`config.mk`:
```
export PLATFORM = sky130hd
export DESIGN_NAME = clock_writeback_cache
export DESIGN_NICKNAME = d
export VERILOG_FILES = /design/src/hw/rtl/cwbc_pkg.sv /design/src/hw/rtl/clock_writeback_cache.sv /design/src/hw/rtl/cwbc_queue.sv /design/src/hw/rtl/cwbc_front.sv /design/src/hw/rtl/cwbc_back.sv
export SDC_FILE = /design/constraint.sdc
export NUM_CORES = 2
export LEC_CHECK = 0
export ABC_CLOCK_PERIOD_IN_PS = 7700
export BUFFER_PORTS_ARGS = -buffer_cell sky130_fd_sc_hd__buf_2
export CORE_MARGIN = 2
export CORE_UTILIZATION = 30
export DETAILED_ROUTE_END_ITERATION = 10
export GPL_TIMING_DRIVEN = 0
export PLACE_DENSITY = 0.5
export SYNTH_ARGS = -nofsm -noshare
export SYNTH_HDL_FRONTEND = slang
export SYNTH_SLANG_ARGS = --single-unit
export TNS_END_PERCENT = 100
```
`constraint.sdc`:
```
create_clock -name clock -period 7.7 [get_ports clock]
set_clock_uncertainty 0.2 [all_clocks]
set_input_delay 1.54 -clock clock [delete_from_list [all_inputs] [get_ports clock]]
set_output_delay 1.54 -clock clock [all_outputs]
set_load 0.1 [all_outputs]
```
`src/hw/rtl/cwbc_pkg.sv`:
```
package cwbc_pkg;

   localparam int CAPACITY_DEF   = 16;
   localparam int KEY_BITS_DEF   = 32;
   localparam int VALUE_BITS_DEF = 32;
   localparam int FIELD_BITS     = 32;
   localparam int CSR_BITS       = 5;
   localparam logic [CSR_BITS-1:0] CSR_RESET = 5'd16;

   typedef enum logic [1:0] {
      OP_READ  = 2'd0,
      OP_WRITE = 2'd1,
      OP_FILL  = 2'd2,
      OP_FLUSH = 2'd3
   } op_type;

   typedef enum logic [1:0] {
      KIND_HIT   = 2'd0,
      KIND_MISS  = 2'd1,
      KIND_DONE  = 2'd2,
      KIND_WBACK = 2'd3
   } kind_type;

   typedef struct packed {
      op_type                operation;
      logic [FIELD_BITS-1:0] lookup_key;
      logic [FIELD_BITS-1:0] write_data;
   } req_type;

   typedef struct packed {
      kind_type              kind;
      logic [FIELD_BITS-1:0] result_key;
      logic [FIELD_BITS-1:0] result_data;
      logic                  last;
   } rsp_type;

   typedef enum logic [2:0] {
      ST_IDLE,
      ST_SWEEP,
      ST_EMIT,
      ST_FLUSH,
      ST_DONE
   } state_type;

endpackage

```
`src/hw/rtl/clock_writeback_cache.sv`:
```
// A read returns a hit or miss response; a write or fill that hits or finds a free entry
// returns done, and one that sweeps first clears reference marks up to an unmarked entry
// and emits a writeback before done if that entry is dirty.
// One read per cycle while the response output is not stalled; a write or fill holds the
// back end until its done response, and a flush holds it while it walks every live entry.
// Reset clears marks, fill count, hand and queue; the entry count reads 16.
module clock_writeback_cache #(
   parameter int CAPACITY   = cwbc_pkg::CAPACITY_DEF,
   parameter int KEY_BITS   = cwbc_pkg::KEY_BITS_DEF,
   parameter int VALUE_BITS = cwbc_pkg::VALUE_BITS_DEF
) (
   input  logic                          clock,
   input  logic                          reset,
   input  logic                          req_valid,
   output logic                          req_ready,
   input  cwbc_pkg::req_type             req_data,
   output logic                          rsp_valid,
   input  logic                          rsp_ready,
   output cwbc_pkg::rsp_type             rsp_data,
   input  logic                          csr_valid,
   output logic                          csr_ready,
   input  logic [cwbc_pkg::CSR_BITS-1:0] csr_data
);
   import cwbc_pkg::*;

   logic [CSR_BITS-1:0] csr_ff;
   logic                q_valid, q_ready;
   req_type             q_data;

   assign csr_ready = 1'b1;

   always_ff @(posedge clock) begin
      if (reset) begin
         csr_ff <= CSR_RESET;
      end else if (csr_valid) begin
         csr_ff <= csr_data;
      end
   end

   cwbc_front #(.KEY_BITS(KEY_BITS), .VALUE_BITS(VALUE_BITS)) u_front (
      .clock     (clock),
      .reset     (reset),
      .req_valid (req_valid),
      .req_ready (req_ready),
      .req_data  (req_data),
      .q_valid   (q_valid),
      .q_ready   (q_ready),
      .q_data    (q_data)
   );

   cwbc_back #(.CAPACITY(CAPACITY)) u_back (
      .clock     (clock),
      .reset     (reset),
      .cap_reg   (csr_ff),
      .q_valid   (q_valid),
      .q_ready   (q_ready),
      .q_data    (q_data),
      .rsp_valid (rsp_valid),
      .rsp_ready (rsp_ready),
      .rsp_data  (rsp_data)
   );
endmodule

```
`src/hw/rtl/cwbc_queue.sv`:
```
module cwbc_queue #(
   parameter int WIDTH = 8
) (
   input  logic             clock,
   input  logic             reset,
   input  logic             in_valid,
   output logic             in_ready,
   input  logic [WIDTH-1:0] in_data,
   output logic             out_valid,
   input  logic             out_ready,
   output logic [WIDTH-1:0] out_data
);
   logic [WIDTH-1:0] data_ff [2];
   logic [WIDTH-1:0] data_in [2];
   logic [1:0]       count_ff, count_in;
   logic             push, pop;

   assign in_ready  = (count_ff != 2'd2);
   assign out_valid = (count_ff != 2'd0);
   assign out_data  = data_ff[0];
   assign push      = in_valid && in_ready;
   assign pop       = out_valid && out_ready;

   always_comb begin
      data_in  = data_ff;
      count_in = count_ff;
      if (pop) begin
         data_in[0] = data_ff[1];
      end
      if (push) begin
         if (count_ff == 2'd0 || (count_ff == 2'd1 && pop)) begin
            data_in[0] = in_data;
         end else begin
            data_in[1] = in_data;
         end
      end
      count_in = count_ff + {1'b0, push} - {1'b0, pop};
   end

   always_ff @(posedge clock) begin
      data_ff <= data_in;
      if (reset) begin
         count_ff <= 2'd0;
      end else begin
         count_ff <= count_in;
      end
   end
endmodule

```
`src/hw/rtl/cwbc_front.sv`:
```
module cwbc_front #(
   parameter int KEY_BITS   = cwbc_pkg::KEY_BITS_DEF,
   parameter int VALUE_BITS = cwbc_pkg::VALUE_BITS_DEF
) (
   input  logic              clock,
   input  logic              reset,
   input  logic              req_valid,
   output logic              req_ready,
   input  cwbc_pkg::req_type req_data,
   output logic              q_valid,
   input  logic              q_ready,
   output cwbc_pkg::req_type q_data
);
   import cwbc_pkg::*;

   req_type in_clean;

   always_comb begin
      in_clean = req_data;
      in_clean.lookup_key = req_data.lookup_key &
                            FIELD_BITS'((65'd1 << KEY_BITS) - 65'd1);
      in_clean.write_data = req_data.write_data &
                            FIELD_BITS'((65'd1 << VALUE_BITS) - 65'd1);
      if (req_data.operation == OP_FLUSH || req_data.operation == OP_READ) begin
         in_clean.write_data = '0;
      end
   end

   cwbc_queue #(.WIDTH($bits(req_type))) u_queue (
      .clock     (clock),
      .reset     (reset),
      .in_valid  (req_valid),
      .in_ready  (req_ready),
      .in_data   (in_clean),
      .out_valid (q_valid),
      .out_ready (q_ready),
      .out_data  (q_data)
   );
endmodule

```
`src/hw/rtl/cwbc_back.sv`:
```
module cwbc_back #(
   parameter int CAPACITY = cwbc_pkg::CAPACITY_DEF
) (
   input  logic                            clock,
   input  logic                            reset,
   input  logic [cwbc_pkg::CSR_BITS-1:0]   cap_reg,
   input  logic                            q_valid,
   output logic                            q_ready,
   input  cwbc_pkg::req_type               q_data,
   output logic                            rsp_valid,
   input  logic                            rsp_ready,
   output cwbc_pkg::rsp_type               rsp_data
);
   import cwbc_pkg::*;

   localparam int IW = (CAPACITY > 1) ? $clog2(CAPACITY) : 1;
   localparam int CW = $clog2(CAPACITY + 1);
   localparam int MW = (CW > CSR_BITS) ? CW : CSR_BITS;

   logic [FIELD_BITS-1:0] keys_ff [CAPACITY];
   logic [FIELD_BITS-1:0] vals_ff [CAPACITY];
   logic [CAPACITY-1:0]   ref_ff, ref_in, dirty_ff, dirty_in;
   logic [CW-1:0]         fill_ff, fill_in;
   logic [IW-1:0]         hand_ff, hand_in;
   logic [IW-1:0]         idx_ff, idx_in;
   state_type             state_ff, state_in;
   req_type               cur_ff, cur_in;
   logic                  out_valid_ff, out_valid_in;
   rsp_type               out_ff, out_in;
   logic                  wr_en;
   logic [IW-1:0]         wr_idx;

   logic [CW-1:0]       cap, live;
   logic [CAPACITY-1:0] match;
   logic                hit;
   logic [IW-1:0]       hit_idx;
   logic                out_free;
   logic [IW-1:0]       hand_next;

   always_comb begin
      logic [MW-1:0] c;
      c = MW'(cap_reg);
      cap = (c < MW'(CAPACITY)) ? CW'(c) : CW'(CAPACITY);
      live = (fill_ff < cap) ? fill_ff : cap;
   end

   always_comb begin
      hit = 1'b0;
      hit_idx = '0;
      for (int i = 0; i < CAPACITY; i++) begin
         match[i] = (CW'(i) < live) && (keys_ff[i] == q_data.lookup_key);
      end
      for (int i = CAPACITY - 1; i >= 0; i--) begin
         if (match[i]) begin
            hit = 1'b1;
            hit_idx = IW'(i);
         end
      end
   end

   assign out_free  = !out_valid_ff || rsp_ready;
   assign hand_next = (CW'(idx_ff) + CW'(1) >= cap) ? '0 : IW'(CW'(idx_ff) + CW'(1));

   always_comb begin
      state_in = state_ff;
      unique case (state_ff)
         ST_IDLE: begin
            if (q_valid && out_free) begin
               if (q_data.operation == OP_FLUSH) begin
                  state_in = ST_FLUSH;
               end else if (q_data.operation != OP_READ && cap != '0 && !hit
                            && fill_ff >= cap) begin
                  state_in = ST_SWEEP;
               end else if (q_data.operation != OP_READ) begin
                  state_in = ST_DONE;
               end
            end
         end
         ST_SWEEP: begin
            if (!ref_ff[idx_ff]) begin
               state_in = dirty_ff[idx_ff] ? ST_EMIT : ST_DONE;
            end
         end
         ST_EMIT: begin
            if (out_free) state_in = ST_DONE;
         end
         ST_FLUSH: begin
            if (out_free && (live == '0 || CW'(idx_ff) + CW'(1) >= live)) begin
               state_in = ST_DONE;
            end
         end
         ST_DONE: begin
            if (out_free) state_in = ST_IDLE;
         end
         default: state_in = ST_IDLE;
      endcase
   end

   always_comb begin
      ref_in       = ref_ff;
      dirty_in     = dirty_ff;
      fill_in      = fill_ff;
      hand_in      = hand_ff;
      idx_in       = idx_ff;
      cur_in       = cur_ff;
      out_valid_in = out_valid_ff && !rsp_ready;
      out_in       = out_ff;
      q_ready      = 1'b0;
      wr_en        = 1'b0;
      wr_idx       = idx_ff;
      unique case (state_ff)
         ST_IDLE: begin
            if (q_valid && out_free) begin
               q_ready = 1'b1;
               cur_in  = q_data;
               idx_in  = '0;
               case (q_data.operation) inside
                  OP_READ: begin
                     out_valid_in = 1'b1;
                     out_in.result_key = q_data.lookup_key;
                     out_in.last = 1'b1;
                     if (cap != '0 && hit) begin
                        ref_in[hit_idx] = 1'b1;
                        out_in.kind = KIND_HIT;
                        out_in.result_data = vals_ff[hit_idx];
                     end else begin
                        out_in.kind = KIND_MISS;
                        out_in.result_data = '0;
                     end
                  end
                  OP_WRITE, OP_FILL: begin
                     if (cap == '0) begin
                        if (q_data.operation == OP_WRITE) begin
                           out_valid_in = 1'b1;
                           out_in.kind = KIND_WBACK;
                           out_in.result_key = q_data.lookup_key;
                           out_in.result_data = q_data.write_data;
                           out_in.last = 1'b0;
                        end
                     end else if (hit || fill_ff < cap) begin
                        wr_en  = 1'b1;
                        wr_idx = hit ? hit_idx : IW'(fill_ff);
                        ref_in[wr_idx]   = 1'b1;
                        dirty_in[wr_idx] = (q_data.operation == OP_WRITE);
                        if (!hit) fill_in = fill_ff + CW'(1);
                     end else begin
                        idx_in = (CW'(hand_ff) >= cap) ? '0 : hand_ff;
                     end
                  end
                  default: ;
               endcase
            end
         end
         ST_SWEEP: begin
            if (ref_ff[idx_ff]) begin
               ref_in[idx_ff] = 1'b0;
               idx_in = hand_next;
            end else if (!dirty_ff[idx_ff]) begin
               wr_en   = 1'b1;
               hand_in = hand_next;
               ref_in[idx_ff]   = 1'b1;
               dirty_in[idx_ff] = (cur_ff.operation == OP_WRITE);
            end
         end
         ST_EMIT: begin
            if (out_free) begin
               out_valid_in = 1'b1;
               out_in.kind = KIND_WBACK;
               out_in.result_key = keys_ff[idx_ff];
               out_in.result_data = vals_ff[idx_ff];
               out_in.last = 1'b0;
               wr_en   = 1'b1;
               hand_in = hand_next;
               ref_in[idx_ff]   = 1'b1;
               dirty_in[idx_ff] = (cur_ff.operation == OP_WRITE);
            end
         end
         ST_FLUSH: begin
            if (out_free && live != '0) begin
               if (dirty_ff[idx_ff]) begin
                  out_valid_in = 1'b1;
                  out_in.kind = KIND_WBACK;
                  out_in.result_key = keys_ff[idx_ff];
                  out_in.result_data = vals_ff[idx_ff];
                  out_in.last = 1'b0;
                  dirty_in[idx_ff] = 1'b0;
               end
               idx_in = IW'(CW'(idx_ff) + CW'(1));
            end
         end
         ST_DONE: begin
            if (out_free) begin
               out_valid_in = 1'b1;
               out_in.kind = KIND_DONE;
               out_in.result_key = '0;
               out_in.result_data = '0;
               out_in.last = 1'b1;
            end
         end
         default: ;
      endcase
   end

   always_ff @(posedge clock) begin
      out_ff <= out_in;
      cur_ff <= cur_in;
      if (wr_en) begin
         keys_ff[wr_idx] <= (state_ff == ST_IDLE) ? q_data.lookup_key : cur_ff.lookup_key;
         vals_ff[wr_idx] <= (state_ff == ST_IDLE) ? q_data.write_data : cur_ff.write_data;
      end
      if (reset) begin
         state_ff     <= ST_IDLE;
         ref_ff       <= '0;
         dirty_ff     <= '0;
         fill_ff      <= '0;
         hand_ff      <= '0;
         idx_ff       <= '0;
         out_valid_ff <= 1'b0;
      end else begin
         state_ff     <= state_in;
         ref_ff       <= ref_in;
         dirty_ff     <= dirty_in;
         fill_ff      <= fill_in;
         hand_ff      <= hand_in;
         idx_ff       <= idx_in;
         out_valid_ff <= out_valid_in;
      end
   end

   assign rsp_valid = out_valid_ff;
   assign rsp_data  = out_ff;

   a_fill_bound: assert property (@(posedge clock) disable iff (reset)
      fill_ff <= CW'(CAPACITY)) else $error("fill count over capacity");
   a_out_hold: assert property (@(posedge clock) disable iff (reset)
      rsp_valid && !rsp_ready |=> rsp_valid && $stable(rsp_data))
      else $error("result dropped while stalled");
   a_take_idle: assert property (@(posedge clock) disable iff (reset)
      q_ready |-> state_ff == ST_IDLE) else $error("item taken while busy");
   a_done_last: assert property (@(posedge clock) disable iff (reset)
      rsp_valid && rsp_data.kind == KIND_DONE |-> rsp_data.last)
      else $error("done without last");
endmodule

```
## Word-level counts from Yosys, hierarchy flattened

Memories as Yosys holds them, arrays and structs flattened. A register that Yosys moved wholly into a read port is not among the register bits.
Index checks and enable logic that the tools add are counted.

| word-level totals | value |
|---|---|
| memories kept | 2 |
| register bits | 321 |
| RAM bits | 1,024 |
| output and inout bits | 70 |
| input bits | 76 |

Memory list:

| memory | depth | width | rd ports | clocked after memory_dff | wr ports | RTL line | RTL |
|---|---|---|---|---|---|---|---|
| u_back.keys_ff | 16 | 32 | 17 | 1 | 1 | cwbc_back.sv:20 | `logic [FIELD_BITS-1:0] keys_ff [CAPACITY];` |
| u_back.vals_ff | 16 | 32 | 2 | 1 | 1 | cwbc_back.sv:21 | `logic [FIELD_BITS-1:0] vals_ff [CAPACITY];` |

| cells by class | value |
|---|---|
| reductions and logical operators | 64 |
| add/sub/neg operators | 4 |
| bitwise logic cells | 10 |
| multiplexer cells | 143 |
| order comparisons | 28 |
| eq/ne operators | 48 |

Operators by type and width:

| kind | count |
|---|---|
| $mux W67 | 9 |
| $eq A32 B32 Y1 | 16 |
| $mux W16 | 19 |
| $pmux W67 S4 | 1 |
| $mux W66 | 3 |
| $mux W4 | 39 |
| $mux W132 | 1 |
| $mux W32 | 4 |
| $pmux W16 S4 | 1 |
| $or A16 B16 Y16 | 3 |
| $pmux W16 S3 | 1 |
| $mux W1 | 42 |
| $lt A4 B5 Y1 const A | 8 |
| $and A16 B16 Y16 | 2 |
| $bwmux W16 | 2 |
| $logic_and A1 B1 Y1 | 30 |
| $mux W3 | 9 |
| $lt A3 B5 Y1 const A | 4 |
| $ne A2 B1 Y1 const B | 8 |
| $not A16 Y16 | 1 |
| $ge A5 B5 Y1 | 3 |
| $lt A4 B5 Y1 const B | 3 |
| $pmux W3 S5 | 1 |
| $demux W1 S4 | 3 |
| other kinds (43) | 84 |

## Logic depth before layout (Yosys ltp)

| depth | value |
|---|---|
| depth after elaboration | 34 |
| mapped depth | 22 |

## By module

From an unflattened synthesis, not the netlist that was laid out.

| unflattened totals | value |
|---|---|
| cells, all modules | 4,304 |
| area, all modules | 65,353.9 µm² |

Modules (own cells, without submodules):

| module | times used | cells an instance | area each (µm²) |
|---|---|---|---|
| cwbc_back | 1 | 3,887 | 59,344.4 |
| cwbc_queue | 1 | 363 | 5,550.3 |
| cwbc_front | 1 | 36 | 264.0 |
| clock_writeback_cache | 1 | 18 | 195.2 |

## Least setup slack after synthesis

No wires, ideal clock.

| path | value |
|---|---|
| kind | flip-flop to flip-flop |
| start | reg csr_ff[4] |
| end | mem u_back.keys_ff[0][0], enable pin |
| period minus slack after synthesis | 7,061 ps |
| stages on the path, launching flop included | 20 |
| path buffers | 5 |
| setup time | 486 ps |
| arrival | 6,375 ps |
| setup slack | 639 ps |
| data required time | 7,014 ps |
| path through | dfxtp_1 -> clkbuf_1 -> inv_1 -> nand2_1 -> ha_1 -> a21oi_1 -> o21a_1 -> buf_4 -> nand2_2 -> buf_2 -> a221oi_2 -> a2bb2oi_1 -> o311ai_2 -> a31oi_4 -> buf_4 -> buf_4 -> o21ai_1 -> o22ai_1 -> nand2_1 -> nor2_1 |

| between the ends | value |
|---|---|
| longest elaborated chain between the ends | 31 |
| elaborated cells on any way between the ends | 85 |
| those cells by class | order compare: 18; mux: 49; reduce/logical: 18 |

RTL lines:

| element | RTL line | RTL |
|---|---|---|
| start: declaration | clock_writeback_cache.sv:26 | `logic [CSR_BITS-1:0] csr_ff;` |
| start signal: assignment | clock_writeback_cache.sv:36 | `csr_ff <= csr_data;` |
| $lt A5 B5 Y1 | cwbc_back.sv:43 | `cap = (c < MW'(CAPACITY)) ? CW'(c) : CW'(CAPACITY);` |
| $mux W5 * | cwbc_back.sv:43 |  |
| $lt A5 B5 Y1 | cwbc_back.sv:44, cwbc_back.sv:140 |  |
| $mux W5 | cwbc_back.sv:44 | `live = (fill_ff < cap) ? fill_ff : cap;` |
| $lt A4 B5 Y1 | cwbc_back.sv:51 | `match[i] = (CW'(i) < live) && (keys_ff[i] == q_data.lookup_key);` |
| $logic_and A1 B1 Y1 | cwbc_back.sv:51 |  |
| $mux W1 (16 in a row) | cwbc_back.sv:54 | `if (match[i]) begin` |
| $logic_or A1 B1 Y1 | cwbc_back.sv:140 | `end else if (hit \|\| fill_ff < cap) begin` |
| $mux W1 | cwbc_back.sv:140 |  |
| $mux W1 | cwbc_back.sv:132 | `if (cap == '0) begin` |
| $mux W1 (2 in a row) | cwbc_back.sv:117 | `case (q_data.operation) inside` |
| $mux W1 | cwbc_back.sv:113 | `if (q_valid && out_free) begin` |
| $pmux W1 S3 | cwbc_back.sv:111 | `unique case (state_ff)` |
| $mux W1 | cwbc_back.sv:207 | `if (wr_en) begin` |
| $mux W1 | cwbc_back.sv:208 | `keys_ff[wr_idx] <= (state_ff == ST_IDLE) ? q_data.lookup_key : cur_ff.lookup_key;` |
| end: declaration | cwbc_back.sv:20 |  |

Mark *: on every way between the ends. The rest lies on a longest branch, timed or not.

## Worst setup path after layout

| path | value |
|---|---|
| start | reg u_front.u_queue.data_ff (netlist bit u_front.u_queue.out_data[32]) |
| end | mem u_back.keys_ff[4][5], enable pin |

| between the ends | value |
|---|---|
| longest elaborated chain between the ends | 27 |
| elaborated cells on any way between the ends | 80 |
| those cells by class | eq/ne: 16; mux: 47; reduce/logical: 17 |

RTL lines:

| element | RTL line | RTL |
|---|---|---|
| start: declaration | cwbc_queue.sv:13 | `logic [WIDTH-1:0] data_ff [2];` |
| start signal: assignment | cwbc_queue.sv:41 | `data_ff <= data_in;` |
| $eq A32 B32 Y1 | cwbc_back.sv:51 |  |
| $logic_and A1 B1 Y1 | cwbc_back.sv:51 |  |
| $mux W1 (16 in a row) | cwbc_back.sv:54 |  |
| $logic_or A1 B1 Y1 | cwbc_back.sv:140 |  |
| $mux W1 | cwbc_back.sv:140 |  |
| $mux W1 | cwbc_back.sv:132 |  |
| $mux W1 (2 in a row) | cwbc_back.sv:117 |  |
| $mux W1 | cwbc_back.sv:113 |  |
| $pmux W1 S3 | cwbc_back.sv:111 |  |
| $mux W1 | cwbc_back.sv:207 |  |
| $mux W1 | cwbc_back.sv:208 |  |

Parallel ways exist; a longest one is shown, timed or not.

==> metrics.md <==
| Metric | Value |
|---|---|
| Result of the run | finished, violations left |
| Failing checks | capacitance limit, slew limit, setup timing |
| Number of violations reported at the end of detailed-routing iteration 0 | 6056 |
| Area of the placeable core | 215000 um^2 |
| 1st-pass router iterations | 6 |
| Post-DP Area | 71000 um^2 |
| Clock Pin Slew Worst Setup and Hold Paths | ~60 ps |
| Setup repair after global routing missed its margin | false |
| Final number of hold-violating endpoints | 0 |
| Number of primary I/O pins | ~150 |
| Starting Density | 30.2% |
| F_max | 130 MHz |
| Clock tree buffer depth | 3 |
| Worst Path Arrival | 8030 ps |
| Total detailed-routing wirelength | 277000 um |
| Global-route congestion overflow total | 0 |
| Critical path endpoint category | register |
| Most common flop cell mapped by yosys | edfxtp_1 |
| Standard-cell rows | 170 |
| Total standard cell area after synthesis | roughly 65000 um^2 |
| Die width | 469 um |
| Fraction of synthesis flops using an asynchronous set or reset pin | 0% |
| Grt met2 use | between 30% and 40% |
| Tightest Hold Check Type | reg -> reg |
| Slew at the pin closest to its max-slew limit | 1530 ps |
| Seq/Total Area, Yosys | between 60% and 70% |
| Slew headroom | -3.20% |
| Die area | 220000 um^2 |
| Cell type with the highest aggregate area in the netlist | edfxtp_1 |
| Count of final setup violators | 7 |
| Share of the clock period used by the worst path | 100% |
| Final instance area | 76400 um^2 |
| Number of fill cells | 20.5k |
| Setup ws final | -11.8 ps |
| Number of buffers inserted by hold repair at cts | 0 |
| Pre-CTS setup slack | -80.8 ps |
| Most Used Layer, Global Route | met2 |
| Via count of the first global-routing pass | 41.8k |
| Final critical delay including setup and external delays | about 7700 ps |
| First-pass GRT wire length | 369000 um |
| Pin count of the biggest net entering global routing | 30 |
| Clock network latency to the later pin of the worst-skew pair | roughly 850 ps |
| Post-DR vias/cell | 5.79 |
| Number of enable flip-flop cells after synthesis | between 1k and 1.5k |
| Avg WL per Cell | 36.5 um |
| Yosys reg bits | 1349 |
| Share of cells above drive strength 1 | 23.8% |
| Final Net Count | 4702 |
| CP startpoint kind | register |
| Number of H-tree levels | 4 |
| Gate count of the mapped netlist | 4209 |
| Share of the synthesized area in the top cell type | 56.7% |
| P&R area growth vs syn | 18.0% |
| Post-Route Hold Slack | ~210 ps |
| Post-synth cell types | 102 |
| GR Layer Usage met1 | approximately a third |
| Total routing usage reported by global routing | about a quarter |
| Cell types occupying the most area after synthesis | edfxtp_1, mux4_2, xnor2_1 |
| Leakage | 24.2 nW |
| Die Ht | between 400 and 500 um |
| Yosys warns | 0 |
| Clock tree from TritonCTS | built |
| Maximum ir drop on the vdd rail | 0.000225 V |
| GR Layer Usage met3 | 6.81% |
| Routability Congestion | 1.01 |
| Number of port buffers | 142 |
| Category of the most critical setup path | reg -> reg |
| Antenna violations before repair | 18 |
| Syn nets | ~4.3k |
| Total CTS buffers | 156 |
| CTS sink cnt | 1349 |
| Pwr dens | 428 nW/um^2 |
| Max-slew violation count | 8 |
| DRC errors left | 0 |
| Buffer type at the clock tree root | clkbuf_16 |
| Maximum capacitance violations | 3 |
| Routed Antenna Nets | 0 |
| Post-synthesis area per instance | 15.4 um^2 |
| Total number of vias | 43.9k |
| DP Wirelength | around 200000 um |
| Required time at the endpoint of the critical path | ~8000 ps |
| Critical path peak fanout | 16 |
layout by cell type, fill, tap and decap left out, types with 33 or more instances in the layout:
| master | n |
|---|---|
| mux2i_1 | 255 |
| buf_12 | 48 |
| clkbuf_1 | 153 |
| a22oi_1 | 55 |
| a21oi_1 | 86 |
| clkbuf_16 | 157 |
| and2_1 | 46 |
| buf_2 | 232 |
| a22o_1 | 33 |
| edfxtp_1 | 1223 |
| nand2_1 | 177 |
| nor2_1 | 101 |
| a221oi_1 | 38 |
| o21ai_0 | 132 |
| nor4_1 | 67 |
| mux4_2 | 330 |
| xor2_1 | 194 |
| nand4_1 | 95 |
| o22ai_1 | 50 |
| mux2_2 | 122 |
| o21ai_1 | 43 |
| xnor2_1 | 325 |
| buf_4 | 36 |
| dfxtp_1 | 126 |
worst paths after layout:
check	start	to	slack, ps	depth (start not counted)
setup reg to reg	u_front.u_queue.out_data[32]	u_back.keys_ff[4][5]	-10	17
setup / recovery	u_front.u_queue.out_data[32]	u_back.keys_ff[4][5]	-10	17
hold reg to reg	u_front.u_queue.out_data[32]	u_back.cur_ff[32]	210	0
hold / removal	u_front.u_queue.out_data[32]	u_back.cur_ff[32]	210	0
flip-flops by register name, indices dropped and copies added (netlist names), 16 cells and up, named ones only:
signal and count:
u_back.vals_ff 512, u_back.keys_ff 512, u_back.rsp_data 67, u_front.u_queue.data_ff 66, u_back.ref_ff 16, u_back.cur_ff 66, u_front.u_queue.out_data 66
synthesized netlist by cell type (5+ instances only):
| master | n |
|---|---|
| buf_2 | 78 |
| edfxtp_1 | 1223 |
| buf_6 | 9 |
| nor3_1 | 18 |
| mux4_2 | 330 |
| xnor2_1 | 325 |
| a31o_2 | 5 |
| a21oi_1 | 86 |
| o22ai_1 | 50 |
| o21ai_0 | 132 |
| a22oi_1 | 55 |
| a22o_1 | 33 |
| a211oi_1 | 25 |
| mux2_2 | 122 |
| nor2_1 | 121 |
| buf_1 | 36 |
| buf_4 | 33 |
| nand2b_1 | 26 |
| a21o_1 | 18 |
| nor2b_1 | 22 |
| and3_1 | 11 |
| o21ai_1 | 43 |
| o211ai_1 | 7 |
| a221oi_1 | 38 |
| a221o_1 | 28 |
| nand4_1 | 95 |
| nand3_1 | 21 |
| and2_1 | 46 |
| o31ai_1 | 7 |
| a31oi_1 | 30 |
| clkbuf_1 | 135 |
| mux2i_1 | 255 |
| or2_2 | 5 |
| inv_1 | 29 |
| a32oi_1 | 9 |
| nand2_1 | 177 |
| xor2_1 | 195 |
| o2111ai_1 | 5 |
| dfxtp_1 | 126 |
| a311oi_1 | 6 |
| ha_1 | 29 |
| nor4_1 | 74 |
metal layers:
metal,share of wire (%),vias up
li1,-,17500
met1,42,23300
met2,43,2622
met3,11,483
met4,4.7,10
met5,0.026,-
layout make-up:
class	count	area, um^2	area share (%)
Sequential cell	1349	39200	51.4
Multi-Input combinational cell	2538	24200	31.6
Clock buffer	193	4160	5.45
Tap cell	2838	3550	4.65
Timing Repair Buffer	230	2590	3.39
Buffer	292	1420	1.86
Clock inverter	99	1130	1.48
Inverter	30	113	0.147
Antenna cell	8	20.0	0.0262
report_power, final:
| group | total (mW) | switching [mW] | internal (mW) |
|---|---|---|---|
| clock | 7.77 | 3.31 | 4.46 |
| sequential | 11.3 | 0.518 | 10.8 |
| combinational | 13.6 | 9.87 | 3.71 |
| total | 32.7 | 13.7 | 19.0 |
cell families (layout without fill, tap and decap cells):
kind of cell               count (synthesis)  in the layout  synth area share, %
AOI/OAI and AO/OA                        629            629                 6.70
xor gates and xnor gates                 520            520                 7.03
adders and majority gates                 29             29                0.560
buffers and inverters                    322            844                 2.33
DFF                                     1349           1349                 60.6
muxes                                    707            707                 17.5
other                                      1              9              0.00579
and+or+nand+nor                          652            652                 5.22
critical path, stage by stage, from the launching register on:
cell and delay, ps:
dfxtp_1 300, buf_2 210, buf_2 260, xnor2_1 790
nand4_1 260, nor4_1 980, o2111ai_1 340, o22ai_2 350
a21oi_1 190, a31oi_4 520, buf_4 450, buf_4 430
o21ai_1 120, o22ai_1 300, nand2_1 330, nor2_4 760
buf_12 260, buf_12 220
what timing repair did:
action,4_1_cts,5_1_grt
gates resized for setup,1,3
buffers inserted,0,2
pin swaps,0,2
setup endpoints to repair,32,436
through the flow:
| stage | TNS, ps | util (%) | cells | power [mW] |
|---|---|---|---|---|
| 4_1_cts | 0 | 35.5 | 7563 | 32.6 |
| 6_report | -55.4 | 35.6 | 7577 | 32.7 |
| 3_5_place_dp | -1330 | 33.1 | 7271 | 24.8 |
| 5_1_grt | 0 | 35.6 | 7570 | 33.5 |
| 2_1_floorplan | 0 | - | 4209 | 19.1 |
| 3_3_place_gp | -7003260 | 32.2 | 7189 | 24.3 |
Note: power is estimated with default switching activity, not from simulation.
